## config.mk

```make
export PLATFORM = sky130hd
export DESIGN_NAME = tmg_angle_reduce
export DESIGN_NICKNAME = d
export VERILOG_FILES = /design/src/sv/tmg_pkg.sv /design/src/sv/tmg_angle_reduce.sv
export SDC_FILE = /design/constraint.sdc
export NUM_CORES = 1
export LEC_CHECK = 0
export BUFFER_PORTS_ARGS = -buffer_cell sky130_fd_sc_hd__buf_2
export CELL_PAD_IN_SITES_DETAIL_PLACEMENT = 1
export CELL_PAD_IN_SITES_GLOBAL_PLACEMENT = 1
export CORE_ASPECT_RATIO = 1.1
export CORE_MARGIN = 2
export CORE_UTILIZATION = 45
export CTS_CLUSTER_DIAMETER = 40
export DETAILED_ROUTE_END_ITERATION = 10
export PLACE_DENSITY = 0.83
export SKIP_CTS_REPAIR_TIMING = 1
export SYNTH_ARGS = -nofsm -noshare
export SYNTH_HDL_FRONTEND = slang
export SYNTH_SLANG_ARGS = --single-unit
```

## constraint.sdc

```tcl
create_clock -name aclk -period 6.78 [get_ports aclk]
set_clock_uncertainty 0.1 [all_clocks]
set_input_delay 0.678 -clock aclk [delete_from_list [all_inputs] [get_ports aclk]]
set_output_delay 0.678 -clock aclk [all_outputs]
set_load 0.02 [all_outputs]
```

## src/sv/tmg_pkg.sv

```systemverilog
// Shared constants, types and arithmetic helpers for the transform matrix generator.
package tmg_pkg;

    localparam int VALUE_FRAC_BITS = 16;
    localparam int CORDIC_STAGES   = 24;

    localparam int AW = 34;   // angle and CORDIC datapath width
    localparam int PW = 68;   // product width

    localparam logic [2:0] CMD_TRANSLATE = 3'd0;
    localparam logic [2:0] CMD_SCALE     = 3'd1;
    localparam logic [2:0] CMD_AXIS_ROT  = 3'd2;
    localparam logic [2:0] CMD_ROT_X     = 3'd3;
    localparam logic [2:0] CMD_ROT_Y     = 3'd4;
    localparam logic [2:0] CMD_ROT_Z     = 3'd5;

    localparam logic signed [AW-1:0] ANG_TWO_PI  = 34'sd1686629713;
    localparam logic signed [AW-1:0] ANG_FOUR_PI = 34'sd3373259426;
    localparam logic signed [AW-1:0] ANG_PI      = 34'sd843314857;
    localparam logic signed [AW-1:0] ANG_HALF_PI = 34'sd421657428;
    localparam logic signed [AW-1:0] CORDIC_GAIN = 34'sd652032874;
    localparam logic signed [AW-1:0] ONE_Q30     = 34'sd1073741824;
    localparam logic signed [AW-1:0] T_LIMIT     = 34'sd4294967295;

    localparam logic signed [31:0] ONE_VAL = 32'sd1 <<< VALUE_FRAC_BITS;

    typedef struct packed {
        logic [2:0]         cmd;
        logic signed [31:0] x;
        logic signed [31:0] y;
        logic signed [31:0] z;
    } cmd_t;

    typedef logic [3:0][3:0][31:0] matrix_t;

    function automatic logic signed [31:0] atan_q30(input int i);
        logic signed [31:0] t [30];
        t = '{32'h3243F6A8, 32'h1DAC6705, 32'h0FADBAFC, 32'h07F56EA6, 32'h03FEAB76,
              32'h01FFD55B, 32'h00FFFAAA, 32'h007FFF55, 32'h003FFFEA, 32'h001FFFFD,
              32'h000FFFFF, 32'h0007FFFF, 32'h0003FFFF, 32'h0001FFFF, 32'h0000FFFF,
              32'h00007FFF, 32'h00003FFF, 32'h00001FFF, 32'h00000FFF, 32'h000007FF,
              32'h000003FF, 32'h000001FF, 32'h000000FF, 32'h0000007F, 32'h0000003F,
              32'h0000001F, 32'h0000000F, 32'h00000008, 32'h00000004, 32'h00000002};
        return t[i];
    endfunction

    // round half up, then arithmetic shift right
    function automatic logic signed [PW-1:0] rnd_shift(input logic signed [PW-1:0] v,
                                                       input int n);
        logic signed [PW-1:0] half;
        half = (n == 0) ? '0 : (PW'(1) <<< (n - 1));
        return (v + half) >>> n;
    endfunction

    function automatic logic signed [31:0] sat32(input logic signed [PW-1:0] v);
        if (v > PW'(64'sd2147483647))
            return 32'sh7FFFFFFF;
        else if (v < -PW'(64'sd2147483648))
            return 32'sh80000000;
        else
            return v[31:0];
    endfunction

endpackage

```

## src/sv/tmg_angle_reduce.sv

```systemverilog
// Two-stage reduction of a Q3.28 angle to a Q2.30 CORDIC input within +-pi/2.
module tmg_angle_reduce import tmg_pkg::*; (
    input  logic                 aclk,
    input  logic                 aresetn,
    input  logic                 en,
    input  logic                 in_valid,
    input  cmd_t                 in_cmd,
    input  logic signed [31:0]   in_angle,
    output logic                 out_valid,
    output cmd_t                 out_cmd,
    output logic signed [AW-1:0] out_z,
    output logic                 out_flip
);
    logic                 v1_reg, v2_reg;
    cmd_t                 c1_reg, c2_reg;
    logic signed [AW-1:0] r1_reg, r1_next, z_reg, z_next;
    logic                 flip_reg, flip_next;
    logic signed [AW-1:0] a, r2;

    // floored modulo two pi
    always_comb begin
        a = AW'(in_angle);
        if (a >= ANG_TWO_PI)
            r1_next = a - ANG_TWO_PI;
        else if (a >= 0)
            r1_next = a;
        else if (a + ANG_TWO_PI >= 0)
            r1_next = a + ANG_TWO_PI;
        else
            r1_next = a + ANG_FOUR_PI;
    end

    always_comb begin
        r2 = (r1_reg > ANG_PI) ? r1_reg - ANG_TWO_PI : r1_reg;
        flip_next = 1'b0;
        z_next = r2;
        if (r2 > ANG_HALF_PI) begin
            z_next = r2 - ANG_PI;
            flip_next = 1'b1;
        end else if (r2 < -ANG_HALF_PI) begin
            z_next = r2 + ANG_PI;
            flip_next = 1'b1;
        end
        z_next = z_next <<< 2;
    end

    always_ff @(posedge aclk) begin
        if (!aresetn) begin
            v1_reg <= 1'b0;
            v2_reg <= 1'b0;
        end else if (en) begin
            v1_reg <= in_valid;
            v2_reg <= v1_reg;
        end
    end

    always_ff @(posedge aclk) begin
        if (en) begin
            c1_reg   <= in_cmd;
            r1_reg   <= r1_next;
            c2_reg   <= c1_reg;
            z_reg    <= z_next;
            flip_reg <= flip_next;
        end
    end

    assign out_valid = v2_reg;
    assign out_cmd   = c2_reg;
    assign out_z     = z_reg;
    assign out_flip  = flip_reg;
endmodule

```

==> run metrics <==
run status finished, final reports clean; drt wl/cell roughly 21 µm; final hold violation count 0; clock buffer depth 3; clock root cell clkbuf_16; crit share post-route between 80 and 90%; synth warn 0; synth unique cells just over 80; Area growth, synth to finish 19.5%; critical path startpoint category flop; maximum fanout along the worst path 31; clock network fraction of total power 34.0%; Detailed Place HPWL 27800 µm; vias in the first global route 10.8k; Net count, final about 1.5k; Gate Count Post-Synth around 1.2k; f_max approximately 170 MHz; CP peak stage delay 0.97 ns; Worst Hold Class in -> reg; WL final 37800 µm; Placed Cells incl. Taps between 1.5k and 2k; Buf/Inv on CP 2; largest net degree at the start of global routing 149; Switch Pwr 0.00143 W; setup TNS 0 ns; fraction of power consumed by sequential logic 44.5%; RSZ-0062 raised after global routing false; TritonCTS clock tree built; cts bufs inserted 31; Critical Path RT 7.08 ns; clk sink count between 200 and 300; ANT cells 0; DRT iter0 DRCs ~830; ys flop type edfxtp_1; max_slew headroom 20.7%; first-pass GRT wire length 58800 µm; share of cells above drive strength 1 about a quarter; worst-margin pin slew between 1 and 1.5 ns; critical path class reg -> reg; CP arrival roughly 6.3 ns; EDFF count, synth 265; Total GRT Usage 23.5%; residual DRC count 0; die width 169 µm; VDD IR max approximately 0.00017 V; Gate power share between 20% and 30%; leak pwr 5.99 nW; CP most frequent cell ha_1; Finished Layout Cells approximately 1.8k; Final setup viols 0; I/O pins between 200 and 300; commonest non-fill, non-tap cells in the layout buf_2, edfxtp_1, nor2_1; antenna violations before repair 0; Worst Setup End Kind flop; H-Tree Depth 1; detailed-route vias per instance between 6 and 7; clk slew on worst S/H paths 0.06 ns; syn avg cell area 11.7 µm²; Power per Cell Area about 300 nW/µm²; FFs w/ async S/R, synth 0%; GRT Residual Overflow 0; CP delay by family, top compound AO/OA/AOI/OAI gates; first-pass iteration count of the detailed router 5; Cell Rows between 60 and 70; sw frac just under 30%; die height about 190 µm; Internal Power roughly 0.0034 W; Max Slew Vio Count 0; clk_lat worst skew about 0.55 ns; slowest cell on the critical path o21a_1; Final min period roughly 6.0 ns; sequential area share after synthesis a little under 60%; number of max-cap violations 0; #FFs+latches synth around 270; die area between 30000 and 40000 µm²; area of the core about 29000 µm²; port bufs between 200 and 300; commonest non-fill, non-tap cell in the layout buf_2; gp weighted congestion roughly 0.93; worst-path cell chain inv_1 > ha_1 > nand2b_1 > a21o_1 > a21oi_1 > o21a_1 > nor2_1 > buf_4 > xnor2_1 > ha_1 > nand4_1 > nor4_1 > a31oi_1 > a31oi_2 > mux2_2 > o21ai_1; Initial Util between 40 and 50%; Via Count about 11k; synthesized area about 13000 µm²; Post-DRT Antenna Nets 0
## path summary, 6_finish.rpt
kind              start          end  slack [ns]  cells after the start
max reg2reg   r1_reg[0]     out_z[3]        0.76                     16
min          in_cmd[92]   c1_reg[92]        0.20                      1
min reg2reg  c1_reg[11]  out_cmd[11]        0.31                      0
max           r1_reg[0]     out_z[3]        0.76                     16
## synthesized netlist by cell type, types with 12 or more instances
cell	number	share of area, %
edfxtp_1	265	59
nor2_1	89	2.5
nand2_1	73	2.0
xnor2_1	72	4.7
o21ai_0	56	2.1
a21oi_1	55	2.0
clkbuf_1	48	1.3
nand3_1	42	1.6
inv_1	33	0.92
a31oi_1	27	1.3
nor3_1	23	0.85
xor2_1	22	1.4
nor4_1	18	0.84
nand4_1	17	0.79
buf_2	15	0.56
o211ai_1	14	0.78
a22oi_1	13	0.72
and2_1	12	0.56
and3_1	12	0.56
## power by group through the flow
stage / logic, W / registers [W] / clock network, W
final: 0.00103 / 0.00214 / 0.00164
after global routing: 0.00111 / 0.00216 / 0.00173
after CTS: 0.00102 / 0.00215 / 0.00167
after detailed placement: 0.00101 / 0.00218 / 0
after global placement: 0.000980 / 0.00216 / 0
after floorplan: 0.000583 / 0.00223 / 0
## per-layer routing
metal  global-route usage (%)  up-vias  part of all wire, %
met4                     7.31        0                  2.5
li1                         -     4936                    -
met5                        0        -                    0
met3                     2.97       68                  6.6
met2                     41.5      440                   51
met1                     30.2     5300                   40
## logic make-up after synthesis
kind of cell               share of synthesized area, %
other                                            0.0278
adders and majority gates                         0.929
DFF                                                59.4
and+or+nand+nor                                    13.1
AOI/OAI and AO/OA                                  16.5
buffers and inverters                              3.32
muxes                                             0.548
xor gates and xnor gates                           6.11
## per-stage QoR
stage	utilization [%]	total power [W]	area [µm²]	setup slack, ns	hold slack [ns]
floorplan	-	0.00281	13500	2.28	0.300
global placement	51.1	0.00314	15100	1.16	0.300
detailed placement	51.1	0.00319	15100	0.876	0.305
CTS	54.6	0.00484	16100	0.851	0.185
global route	54.6	0.00501	16100	0.281	0.185
finish	54.6	0.00482	16100	0.759	0.197
## final cells by class
| type | count | area (µm²) |
|---|---|---|
| tap | 374 | 468 |
| timing repair buffer | 278 | 1440 |
| inverter | 34 | 128 |
| multi-input combinational | 778 | 5030 |
| sequential | 267 | 8000 |
| fill | 3114 | 13400 |
| clock inverter | 22 | 249 |
| clock buffer | 33 | 783 |
Power figures use the tool's default switching activity.
