===== src/sv/tmg_pkg.sv =====
// Shared constants, types and arithmetic helpers for the transform matrix generator.
package tmg_pkg;

    localparam int VALUE_FRAC_BITS = 16;
    localparam int CORDIC_STAGES   = 24;

    localparam int AW = 34;   // angle and CORDIC datapath width
    localparam int PW = 68;   // product width

    localparam logic [2:0] CMD_TRANSLATE = 3'd0;
    localparam logic [2:0] CMD_SCALE     = 3'd1;
    localparam logic [2:0] CMD_AXIS_ROT  = 3'd2;
    localparam logic [2:0] CMD_ROT_X     = 3'd3;
    localparam logic [2:0] CMD_ROT_Y     = 3'd4;
    localparam logic [2:0] CMD_ROT_Z     = 3'd5;

    localparam logic signed [AW-1:0] ANG_TWO_PI  = 34'sd1686629713;
    localparam logic signed [AW-1:0] ANG_FOUR_PI = 34'sd3373259426;
    localparam logic signed [AW-1:0] ANG_PI      = 34'sd843314857;
    localparam logic signed [AW-1:0] ANG_HALF_PI = 34'sd421657428;
    localparam logic signed [AW-1:0] CORDIC_GAIN = 34'sd652032874;
    localparam logic signed [AW-1:0] ONE_Q30     = 34'sd1073741824;
    localparam logic signed [AW-1:0] T_LIMIT     = 34'sd4294967295;

    localparam logic signed [31:0] ONE_VAL = 32'sd1 <<< VALUE_FRAC_BITS;

    typedef struct packed {
        logic [2:0]         cmd;
        logic signed [31:0] x;
        logic signed [31:0] y;
        logic signed [31:0] z;
    } cmd_t;

    typedef logic [3:0][3:0][31:0] matrix_t;

    function automatic logic signed [31:0] atan_q30(input int i);
        logic signed [31:0] t [30];
        t = '{32'h3243F6A8, 32'h1DAC6705, 32'h0FADBAFC, 32'h07F56EA6, 32'h03FEAB76,
              32'h01FFD55B, 32'h00FFFAAA, 32'h007FFF55, 32'h003FFFEA, 32'h001FFFFD,
              32'h000FFFFF, 32'h0007FFFF, 32'h0003FFFF, 32'h0001FFFF, 32'h0000FFFF,
              32'h00007FFF, 32'h00003FFF, 32'h00001FFF, 32'h00000FFF, 32'h000007FF,
              32'h000003FF, 32'h000001FF, 32'h000000FF, 32'h0000007F, 32'h0000003F,
              32'h0000001F, 32'h0000000F, 32'h00000008, 32'h00000004, 32'h00000002};
        return t[i];
    endfunction

    // round half up, then arithmetic shift right
    function automatic logic signed [PW-1:0] rnd_shift(input logic signed [PW-1:0] v,
                                                       input int n);
        logic signed [PW-1:0] half;
        half = (n == 0) ? '0 : (PW'(1) <<< (n - 1));
        return (v + half) >>> n;
    endfunction

    function automatic logic signed [31:0] sat32(input logic signed [PW-1:0] v);
        if (v > PW'(64'sd2147483647))
            return 32'sh7FFFFFFF;
        else if (v < -PW'(64'sd2147483648))
            return 32'sh80000000;
        else
            return v[31:0];
    endfunction

endpackage


===== src/sv/tmg_row_out.sv =====
// Output buffer that holds one matrix and sends it as four row words.
module tmg_row_out import tmg_pkg::*; (
    input  logic          aclk,
    input  logic          aresetn,
    input  logic          in_valid,
    input  matrix_t       in_mat,
    output logic          take,
    output logic          m_tvalid,
    input  logic          m_tready,
    output logic [127:0]  m_tdata,
    output logic [1:0]    m_tuser,
    output logic          m_tlast
);
    logic       busy_reg;
    logic [1:0] row_reg;
    matrix_t    buf_reg;
    logic       done;

    assign done = busy_reg && m_tready && row_reg == 2'd3;
    assign take = in_valid && (!busy_reg || done);

    always_ff @(posedge aclk) begin
        if (!aresetn) begin
            busy_reg <= 1'b0;
            row_reg  <= '0;
        end else if (take) begin
            busy_reg <= 1'b1;
            row_reg  <= '0;
        end else if (busy_reg && m_tready) begin
            busy_reg <= row_reg != 2'd3;
            row_reg  <= row_reg + 2'd1;
        end
    end

    always_ff @(posedge aclk) begin
        if (take)
            buf_reg <= in_mat;
    end

    assign m_tvalid = busy_reg;
    assign m_tuser  = row_reg;
    assign m_tlast  = row_reg == 2'd3;
    assign m_tdata  = {buf_reg[row_reg][3], buf_reg[row_reg][2],
                       buf_reg[row_reg][1], buf_reg[row_reg][0]};
endmodule


===== config.mk =====
export PLATFORM = sky130hd
export DESIGN_NAME = tmg_row_out
export DESIGN_NICKNAME = d
export VERILOG_FILES = /design/src/sv/tmg_pkg.sv /design/src/sv/tmg_row_out.sv
export SDC_FILE = /design/constraint.sdc
export NUM_CORES = 1
export LEC_CHECK = 0
export BUFFER_PORTS_ARGS = -buffer_cell sky130_fd_sc_hd__buf_2
export CORE_AREA = 3 3 248 250
export CTS_BUF_LIST = sky130_fd_sc_hd__clkbuf_2 sky130_fd_sc_hd__clkbuf_4 sky130_fd_sc_hd__clkbuf_8
export DETAILED_ROUTE_END_ITERATION = 6
export DIE_AREA = 0 0 251 253
export GPL_TIMING_DRIVEN = 0
export PLACE_DENSITY = 0.56
export SLEW_MARGIN = 20
export SYNTH_ARGS = -nofsm -noshare
export SYNTH_HDL_FRONTEND = slang
export SYNTH_SLANG_ARGS = --single-unit

===== constraint.sdc =====
create_clock -name aclk -period 21.8 [get_ports aclk]
set_input_delay 2.18 -clock aclk [delete_from_list [all_inputs] [get_ports aclk]]
set_output_delay 2.18 -clock aclk [all_outputs]
set_load 0.1 [all_outputs]

==> results of run 1 <==
-- layout make-up --
| cell class | instances | share of cell area (%) |
|---|---|---|
| Buffer | 29 | 1.287 |
| Inverter | 2 | 0.03005 |
| Tap cell | 773 | 3.871 |
| Antenna cell | 14 | 0.1402 |
| Clock buffer | 113 | 5.624 |
| Multi-Input combinational cell | 138 | 11.88 |
| Sequential cell | 515 | 61.78 |
| Clock inverter | 42 | 1.367 |
| Timing Repair Buffer | 658 | 14.02 |
-- Yosys cell counts (2+ instances only) --
cell type	n	area [sq um]
inv_1	2	7.510
buf_12	11	220.2
a21bo_2	3	30.03
a221oi_1	2	17.52
clkbuf_1	2	7.510
mux4_2	128	2883
edfxtp_1	512	15370
buf_2	12	60.06
buf_4	3	22.52
dfxtp_1	3	60.06
-- through the flow --
step           area [sq um]  worst slack [ns]  hold WS (ns)
6_report              24990             15.92        0.5602
5_1_grt               24970             15.85        0.6221
4_1_cts               24950             15.92        0.5711
3_5_place_dp          23200             15.91        0.5637
3_3_place_gp          22940           -0.7275        0.5407
2_1_floorplan         18730             5.114        0.9874
-- critical path, stage by stage --
cell,delay [ns]
buf_2,0.13
a21bo_2,0.17
and2_4,0.39
buf_16,0.29
buf_2,0.49
-- metal layers --
layer  vias up  track usage (%)  share of wire (%)
met5         -                0               0.35
met4        28            5.636                2.9
met3       124            6.943                 10
met2       520            27.55                 52
met1      5110            16.91                 35
li1       4533                -                  -
-- how the worst max path moves through the flow --
stage	startpoint	endpoint	cells past startpoint
after CTS	m_tready	take	5
after floorplan	m_tready	take	2
final	m_tready	take	5
after global placement	m_tready	take	4
after detailed placement	m_tready	take	5
after global routing	m_tready	take	5
-- power by group through the flow --
stage          clock network [uW]  logic (uW)  registers [uW]
5_1_grt                       946         296            1170
2_1_floorplan                   0         197            1220
6_report                      870         283            1170
4_1_cts                       901         287            1170
3_5_place_dp                    0         286            1190
3_3_place_gp                    0         275            1230
-- cell families after synthesis --
family,after synthesis,share of synthesized area (%)
AND/OR/NAND/NOR,3,0.1002
AO/OA/AOI/OAI,6,0.2806
flip-flops,515,82.40
multiplexers,128,15.39
adder cells (fa/ha/maj),1,0.06679
buffers and inverters,31,1.757
==> impl_metrics.yaml, run 1 <==
timing:
  fin_crit_ns: 5.881
  finalCritPeriodShare_pct: 26.98
  report.final.slew_viol_count: 0
  tns_ns: 0
  hold_viol: 0
  slew_headroom_pct: 42.15
  tightest_slew_ns: 0.8677
  grt_setup_unrepaired: "false"
  max_freq_ghz: 0.1700
  finalClockSkew_ns: 0.02802
  setup_viol: 0
global_routing:
  grt_usage_pct: 15.72
  grt_overflow: 0
  antenna_found_initial: 28
  grt_pass1_vias: 11441
  grt_max_degree: 59
  grt_pass1_wl_microns: 72250
pwr:
  seqPwrFrac_pct: 50.3
  p_leak_uw: 0.009380
  p_total_uw: 2323
  clockPowerShare_pct: 37.5
  combPwrFrac_pct: 12.2
  peakVddDrop_v: 0.00006099
  p_int_uw: 1720
  swShare_pct: 25.94
  netSwitchingPower_uw: 602.6
  power_density_mw_per_mm2: 92.97
route:
  drtAntennaViolNets: 0
  dr.pass1.iters: 5
  drtIter0Drc: 603
  drt-vias-per-instance: 4.516
  drc: 0
  detail_route.wl_per_cell_microns: 22.39
  routed_wirelength_microns: 51150
  vias: 10315
worst_setup_path:
  crit_fanout: 54
  reg2regPathDepth: 7
  cp.arrival_ns: 3.70
  start_kind: "primary input"
  reg2reg_from: "m_tuser[1]"
  cp_data_required_time_ns: 19.62
  worstReg2RegEnd: "buf_reg[465]"
  endpoint_kind: "output port"
  reg2reg_setup_slack_ns: 18.88
  setup.worst_path.class: "primary input to output port"
worst_hold_path:
  whs_endpoint: "m_tuser[1]"
  min-delay-start: "m_tvalid"
  whs_path_depth: 2
  hold_path.class: "flip-flop to flip-flop"
die:
  die_x_microns: 251
  ios: 649
  rows: 89
  initial_core_util_pct: 31.62
  dieArea_sq_mm: 0.06350
  die_y_microns: 253
  core_sq_mm: 0.05924
placement:
  place_congestion: 0.8092
  placed_cells: 2115
  io_buffer_count: 648
  place_hpwl_microns: 38160
status:
  status: "completed"
clocking:
  cts_tree: "built"
  clockBufferDepth: 3
  clk_pin_slew_worst_paths_ns: 0.06
  cts_resized: 0
  postCtsSetupBuffers: 0
  hold_buffers: 0
  root_buffer: "clkbuf_8"
  clkSinkCount: 515
  cts_inserted_buffers: 87
  cts_max_level: 3
  clock_latency_ns: 0.66
cells_and_area:
  largest_register_ffs: 512
  fillers: 5344
  syn_to_final_growth_pct: 33.39
  seq_area_sq_mm: 0.01543
  multiInputGateArea_sq_mm: 0.002969
  final_util_pct: 42.18
  stdcell_count: 2284
  final_common_cell: "buf_2"
  nNetsFinal: 1948
  drive_above_1_share_pct: 63.73
  final_cell_mix: "660 x buf_2, 512 x edfxtp_1, 128 x mux4_2, 89 x clkbuf_8, 24 x clkbuf_4"
synth:
  synth.avg_cell_area_sq_um: 27.38
  synthesis.nets: 1201
  synth_ff_type: "edfxtp_1"
  synthArstFlopShare_pct: 0
  syn_area_sq_mm: 0.01873
  synth-edff-count: 512
  syn_inst: 684
  seq_area_frac_synth_pct: 82.40
  synth-seq-cells: 515
  yosysWarnings: 0
  synth_cell_types: 16
flow_run:
  maxCapViolations: 0
Note: power is estimated with default switching activity, not from simulation.
==> inputs of run 2 (changes only) <==
==> constraint.sdc (replaced) <==
create_clock -name aclk -period 6 [get_ports aclk]
set_input_delay 0.6 -clock aclk [delete_from_list [all_inputs] [get_ports aclk]]
set_output_delay 0.6 -clock aclk [all_outputs]
set_load 0.1 [all_outputs]
==> run 2 against run 1 <==
  * Sequential cell count unchanged
  * Routed wire length down 0.40%
  * Clock skew down 0.00091 ns
  * Final cell count down 0.31%
  * Sequential share of layout area up 0.28 points
  * Critical path depth up 4
  * Hold slack worse by 0.43 ns
  * Non-clock buffer count unchanged
  * Power rose to 3.6 times the previous value
  * Largest cell class unchanged
==> impl_metrics.yaml, run 2 (synthesis results as in run 1) <==
route:
  detail_route.wl_per_cell_microns: 22.37
  dr.pass1.iters: 4
  drc: 0
  drtAntennaViolNets: 0
  vias: 10192
  drt-vias-per-instance: 4.476
  routed_wirelength_microns: 50940
  drtIter0Drc: 456
clocking:
  clock_latency_ns: 0.64
  hold_buffers: 0
  clockBufferDepth: 3
  cts_max_level: 3
  cts_tree: "built"
  cts_resized: 0
  clk_pin_slew_worst_paths_ns: 0.06
  cts_inserted_buffers: 86
  root_buffer: "clkbuf_8"
  postCtsSetupBuffers: 0
  clkSinkCount: 515
flow_run:
  maxCapViolations: 0
die:
  die_x_microns: 251
  core_sq_mm: 0.05924
  ios: 649
  initial_core_util_pct: 31.62
  die_y_microns: 253
  rows: 89
  dieArea_sq_mm: 0.06350
timing:
  hold_viol: 0
  finalCritPeriodShare_pct: 74.85
  max_freq_ghz: 0.2227
  report.final.slew_viol_count: 0
  slew_headroom_pct: 33.09
  grt_setup_unrepaired: "false"
  finalClockSkew_ns: 0.02711
  setup_viol: 0
  fin_ws_ns: 1.509
  tightest_slew_ns: 1.004
  fin_crit_ns: 4.491
worst_setup_path:
  setup.worst_path.class: "flip-flop to output port"
  cp.arrival_ns: 3.89
  cp_data_required_time_ns: 5.40
  reg2reg_setup_slack_ns: 2.89
  endpoint_kind: "output port"
  start_kind: "flip-flop"
  crit_fanout: 59
global_routing:
  grt_pass1_vias: 11293
  grt_max_degree: 61
  grt_pass1_wl_microns: 71750
  antenna_found_initial: 27
  grt_overflow: 0
  grt_usage_pct: 15.61
pwr:
  p_leak_uw: 0.009313
  power_density_mw_per_mm2: 332.2
  peakVddDrop_v: 0.0001695
cells_and_area:
  final_cell_mix: "660 x buf_2, 512 x edfxtp_1, 128 x mux4_2, 89 x clkbuf_8, 26 x clkbuf_4"
  syn_to_final_growth_pct: 32.81
  final_util_pct: 41.99
  drive_above_1_share_pct: 63.90
  nNetsFinal: 1947
  fillers: 5322
  largest_register_ffs: 512
  final_common_cell: "buf_2"
placement:
  place_hpwl_microns: 38810
  pre_cts_slack_ns: 1.915
  io_buffer_count: 648
  place_congestion: 0.8119
worst_hold_path:
  hold_path.class: "primary input to flip-flop"
status:
  status: "completed"
==> run 2: cell count changes in the layout (fill, tap and decap cells not counted), sizes merged <==
cell	change
bufinv	-3
clkbuf	+2
clkinv	-5
clkinvlp	+3
diode	-3
inv	-1
==> run 2: worst max-delay path, cell delays in order, from the launching register on <==
cell and delay (ns):
dfxtp_2 0.37, ha_2 0.19, a21bo_2 0.16, and2_4 0.47
buf_12 0.28, buf_16 0.30, buf_12 0.29, buf_16 0.31
buf_16 0.29, buf_2 0.48
==> run 2: final cells by class <==
cell class	count	area (sq um)	area share [%]
Inverter	2	7.507	0.03018
Antenna cell	11	27.53	0.1107
Clock buffer	115	1420	5.709
Timing Repair Buffer	658	3481	13.99
Sequential cell	515	15440	62.06
Buffer	29	321.6	1.293
Tap cell	773	967.2	3.888
Multi-Input combinational cell	138	2972	11.95
Clock inverter	36	241.5	0.9708
==> run 2: path summary, 6_finish.rpt <==
check	cells after the start	startpoint	to
max	9	m_tuser[1]	take
min	1	in_mat[193]	buf_reg[193]
max reg2reg	8	m_tuser[1]	buf_reg[180]
min reg2reg	2	m_tvalid	m_tuser[0]
==> run 2: report_power, final <==
part	leakage (uW)	total, uW	switching [uW]	internal, uW
Clock	0.000878	2990	1350	1630
Combinational	0.00353	1030	735	293
Sequential	0.00490	4250	49.6	4200
Total	0.00931	8260	2140	6130
==> run 2: through the flow <==
step	hold slack, ns	TNS (ns)	total power [uW]	std cells	area (sq um)
floorplan	0.6986	0	5051	684	18740
global placement	0.5335	-68.80	5359	2105	22950
detailed placement	0.5445	0	5368	2115	23190
CTS	0.02104	0	8405	2266	24850
global route	0.05473	0	8611	2271	24860
finish	0.1284	0	8264	2277	24880
==> run 2: metal layers <==
layer	global-route usage (%)	share of wire (%)
met1	16.33	34
met2	27.81	53
met4	5.271	2.2
met3	7.180	11
met5	0	0.39
==> inputs of run 3 (changes only) <==
==> constraint.sdc (replaced) <==
create_clock -name aclk -period 4.6 [get_ports aclk]
set_input_delay 0.46 -clock aclk [delete_from_list [all_inputs] [get_ports aclk]]
set_output_delay 0.46 -clock aclk [all_outputs]
set_load 0.1 [all_outputs]
==> run 3 against run 2 <==
  * The run now fails in 4_1_cts
  * Area after synthesis unchanged
  * Synthesized cell count did not move
==> impl_metrics.yaml, run 3 <==
status:
  status: "aborted with a tool error"
  failed_stage: "4_1_cts"
  error_line: "[ERROR RSZ-0060] Max buffer count reached."
placement:
  io_buffer_count: 648
  place_congestion: 0.8595
  dpl_cell_area_sq_mm: 0.02320
  place_hpwl_microns: 38850
clocking:
  clockBufferDepth: 3
  hold_buffers: 456
  cts_resized: 0
  cts_inserted_buffers: 88
  clkSinkCount: 515
  root_buffer: "clkbuf_8"
  postCtsSetupBuffers: 0
  cts_max_level: 3
synth:
  syn_inst: 684
  synth.avg_cell_area_sq_um: 27.38
  syn_area_sq_mm: 0.01873
  yosysWarnings: 0
  seq_area_frac_synth_pct: 82.40
  synth_top_cell_area_share_pct: 82.08
  synth_ff_type: "edfxtp_1"
  synthArstFlopShare_pct: 0
  synth_top_area_cell: "edfxtp_1"
  synth-edff-count: 512
  synthesis.nets: 1201
  synth-seq-cells: 515
  yosys-top-cells-count: "512 x edfxtp_1, 128 x mux4_2, 12 x buf_2"
  synth_area_leaders: "edfxtp_1 82%, mux4_2 15%, buf_12 1.2%"
  synth_cell_types: 16
  synth.most_common_cell: "edfxtp_1"
die:
  ios: 649
  rows: 89
  die_x_microns: 251
  die_y_microns: 253
  initial_core_util_pct: 31.62
==> run 3: through the flow <==
stage | hold WS [ns] | TNS, ns | setup WS [ns] | cells
floorplan | 0.5558 | -371.04 | -0.7234 | 684
global placement | 0.5456 | -700.79 | -2.167 | 2105
detailed placement | 0.5735 | 0 | 1.559 | 2114
==> run 3: cells by family after synthesis <==
kind of cell	after synthesis	synth area share [%]
flops	515	82.40
mux	128	15.39
buf+inv	31	1.757
compound gates	6	0.2806
simple gates	3	0.1002
fa+ha+maj	1	0.06679
==> inputs of run 4 (changes only) <==
==> config.mk (replaced) <==
export PLATFORM = sky130hd
export DESIGN_NAME = tmg_row_out
export DESIGN_NICKNAME = d
export VERILOG_FILES = /design/src/sv/tmg_pkg.sv /design/src/sv/tmg_row_out.sv
export SDC_FILE = /design/constraint.sdc
export NUM_CORES = 1
export LEC_CHECK = 0
export BUFFER_PORTS_ARGS = -buffer_cell sky130_fd_sc_hd__buf_2
export CORE_MARGIN = 3
export CORE_UTILIZATION = 25
export DETAILED_ROUTE_END_ITERATION = 6
export GPL_TIMING_DRIVEN = 0
export PLACE_DENSITY_LB_ADDON = 0.15
export SLEW_MARGIN = 20
export SYNTH_ARGS = -nofsm -noshare
export SYNTH_HDL_FRONTEND = slang
export SYNTH_SLANG_ARGS = --single-unit
==> run 4 against run 3 <==
  * The flow now finishes without violations
==> impl_metrics.yaml, run 4 (synthesis results as in run 1) <==
status:
  status: "completed"
clocking:
  root_buffer: "clkbuf_16"
  cts_max_level: 2
  clockBufferDepth: 3
  clock_latency_ns: 0.60
  cts_tree: "built"
  clk_pin_slew_worst_paths_ns: 0.06
  cts_inserted_buffers: 59
  clkSinkCount: 515
cells_and_area:
  final_util_pct: 40.65
  stdcell_area_sq_mm: 0.02991
  multiInputGateArea_sq_mm: 0.002988
  final_common_cell: "buf_2"
  fillers: 6833
  syn_to_final_growth_pct: 59.68
  nNetsFinal: 2381
  seq_area_sq_mm: 0.01544
  final_cell_mix: "660 x buf_2, 512 x edfxtp_1, 460 x dlygate4sd3_1, 128 x mux4_2, 61 x clkbuf_16"
  stdcell_count: 2873
  drive_above_1_share_pct: 47.18
  largest_register_ffs: 512
worst_setup_path:
  reg2reg_setup_slack_ns: 1.91
  cp_data_required_time_ns: 4.14
  crit_start: "m_tuser[1]"
  worstPathCellList: "clkbuf_1 > buf_2 > mux4_2 > buf_2"
  start_kind: "flip-flop"
  cp.arrival_ns: 2.74
  endpoint_kind: "output port"
  setup.worst_path.class: "flip-flop to output port"
  reg2regPathDepth: 7
  crit_fanout: 10
  slowest_delay_ns: 0.48
  path_common_cell: "buf_2"
  reg2reg_from: "m_tuser[1]"
  crit_slowest_cell: "buf_2"
route:
  dr.pass1.iters: 4
  drc: 0
  drt-vias-per-instance: 4.077
  vias: 11712
  drtAntennaViolNets: 0
  routed_wirelength_microns: 55340
  detail_route.wl_per_cell_microns: 19.26
  drtIter0Drc: 571
pwr:
  p_leak_uw: 0.01126
  power_density_mw_per_mm2: 389.2
  p_total_uw: 11640
  peakVddDrop_v: 0.0002894
die:
  die_x_microns: 279.7
  ios: 649
  core_sq_mm: 0.07358
  dieArea_sq_mm: 0.07824
  rows: 99
  initial_core_util_pct: 25.46
  die_y_microns: 279.7
placement:
  place_hpwl_microns: 40280
  io_buffer_count: 648
  dpl_cell_area_sq_mm: 0.02348
  placed_cells: 2302
  pre_cts_slack_ns: 1.779
  place_congestion: 0.7574
global_routing:
  grt_pass1_vias: 13600
  grt_usage_pct: 13.88
  antenna_found_initial: 11
  grt_max_degree: 58
  grt_pass1_wl_microns: 81780
  grt_overflow: 0
timing:
  setup_viol: 0
  tightest_slew_ns: 0.8003
  grt_setup_unrepaired: "false"
  finalClockSkew_ns: 0.01466
  finalCritPeriodShare_pct: 69.46
  report.final.slew_viol_count: 0
  fin_ws_ns: 1.405
  hold_viol: 0
  max_freq_ghz: 0.3130
  fin_crit_ns: 3.195
  slew_headroom_pct: 46.65
worst_hold_path:
  whs_path_depth: 1
  hold_path.class: "primary input to flip-flop"
  min-delay-start: "in_mat[244]"
flow_run:
  maxCapViolations: 0
run 4: per-layer routing:
| metal | vias to the layer above | wire length [microns] | track usage [%] |
|---|---|---|---|
| met3 | 104 | 4217 | 4.434 |
| met1 | 5779 | 20450 | 15.54 |
| met2 | 434 | 29230 | 25.30 |
| met5 | - | 94 | 0 |
| li1 | 5381 | - | - |
| met4 | 14 | 1347 | 3.952 |
run 4: cell type report:
class / instances / share of cell area, %
Sequential cell: 515 / 51.63
Timing Repair Buffer: 1119 / 27.16
Multi-Input combinational cell: 138 / 9.990
Clock buffer: 76 / 5.292
Tap cell: 959 / 4.012
Buffer: 29 / 1.075
Clock inverter: 33 / 0.7990
Inverter: 2 / 0.02510
Antenna cell: 2 / 0.01673
run 4: per-stage QoR:
stage	setup TNS, ns	hold slack (ns)
final	0	0.05176
after global routing	0	0.004244
after global placement	-814.52	0.5467
after CTS	0	0.00003914
after detailed placement	0	0.5514
after floorplan	-371.04	0.5558
run 4: worst max-delay path: cells and delay by family, from the launching register on:
family | cells | cell delay, ns
DFF | 1 | 0.38
muxes | 1 | 0.41
buffers and inverters | 3 | 1.35
run 4: path summary, 6_finish.rpt:
| kind | to |
|---|---|
| max | m_tdata[20] |
| min | buf_reg[244] |
| max reg2reg | buf_reg[185] |
| min reg2reg | m_tuser[1] |
run 4: where the power goes:
| group | internal (uW) | switching [uW] | leakage, uW | total, uW |
|---|---|---|---|---|
| Clock | 2580 | 1850 | 0.000889 | 4430 |
| Combinational | 641 | 1030 | 0.00547 | 1680 |
| Sequential | 5470 | 61.8 | 0.00490 | 5540 |
run 4: repair_timing:
item | CTS | global route
gates resized for setup | 0 | 0
buffers inserted | 0 | 0
endpoints found under the setup margin | 0 | 0
endpoints found under the hold margin | 460 | 0
hold buffers | 460 | 0
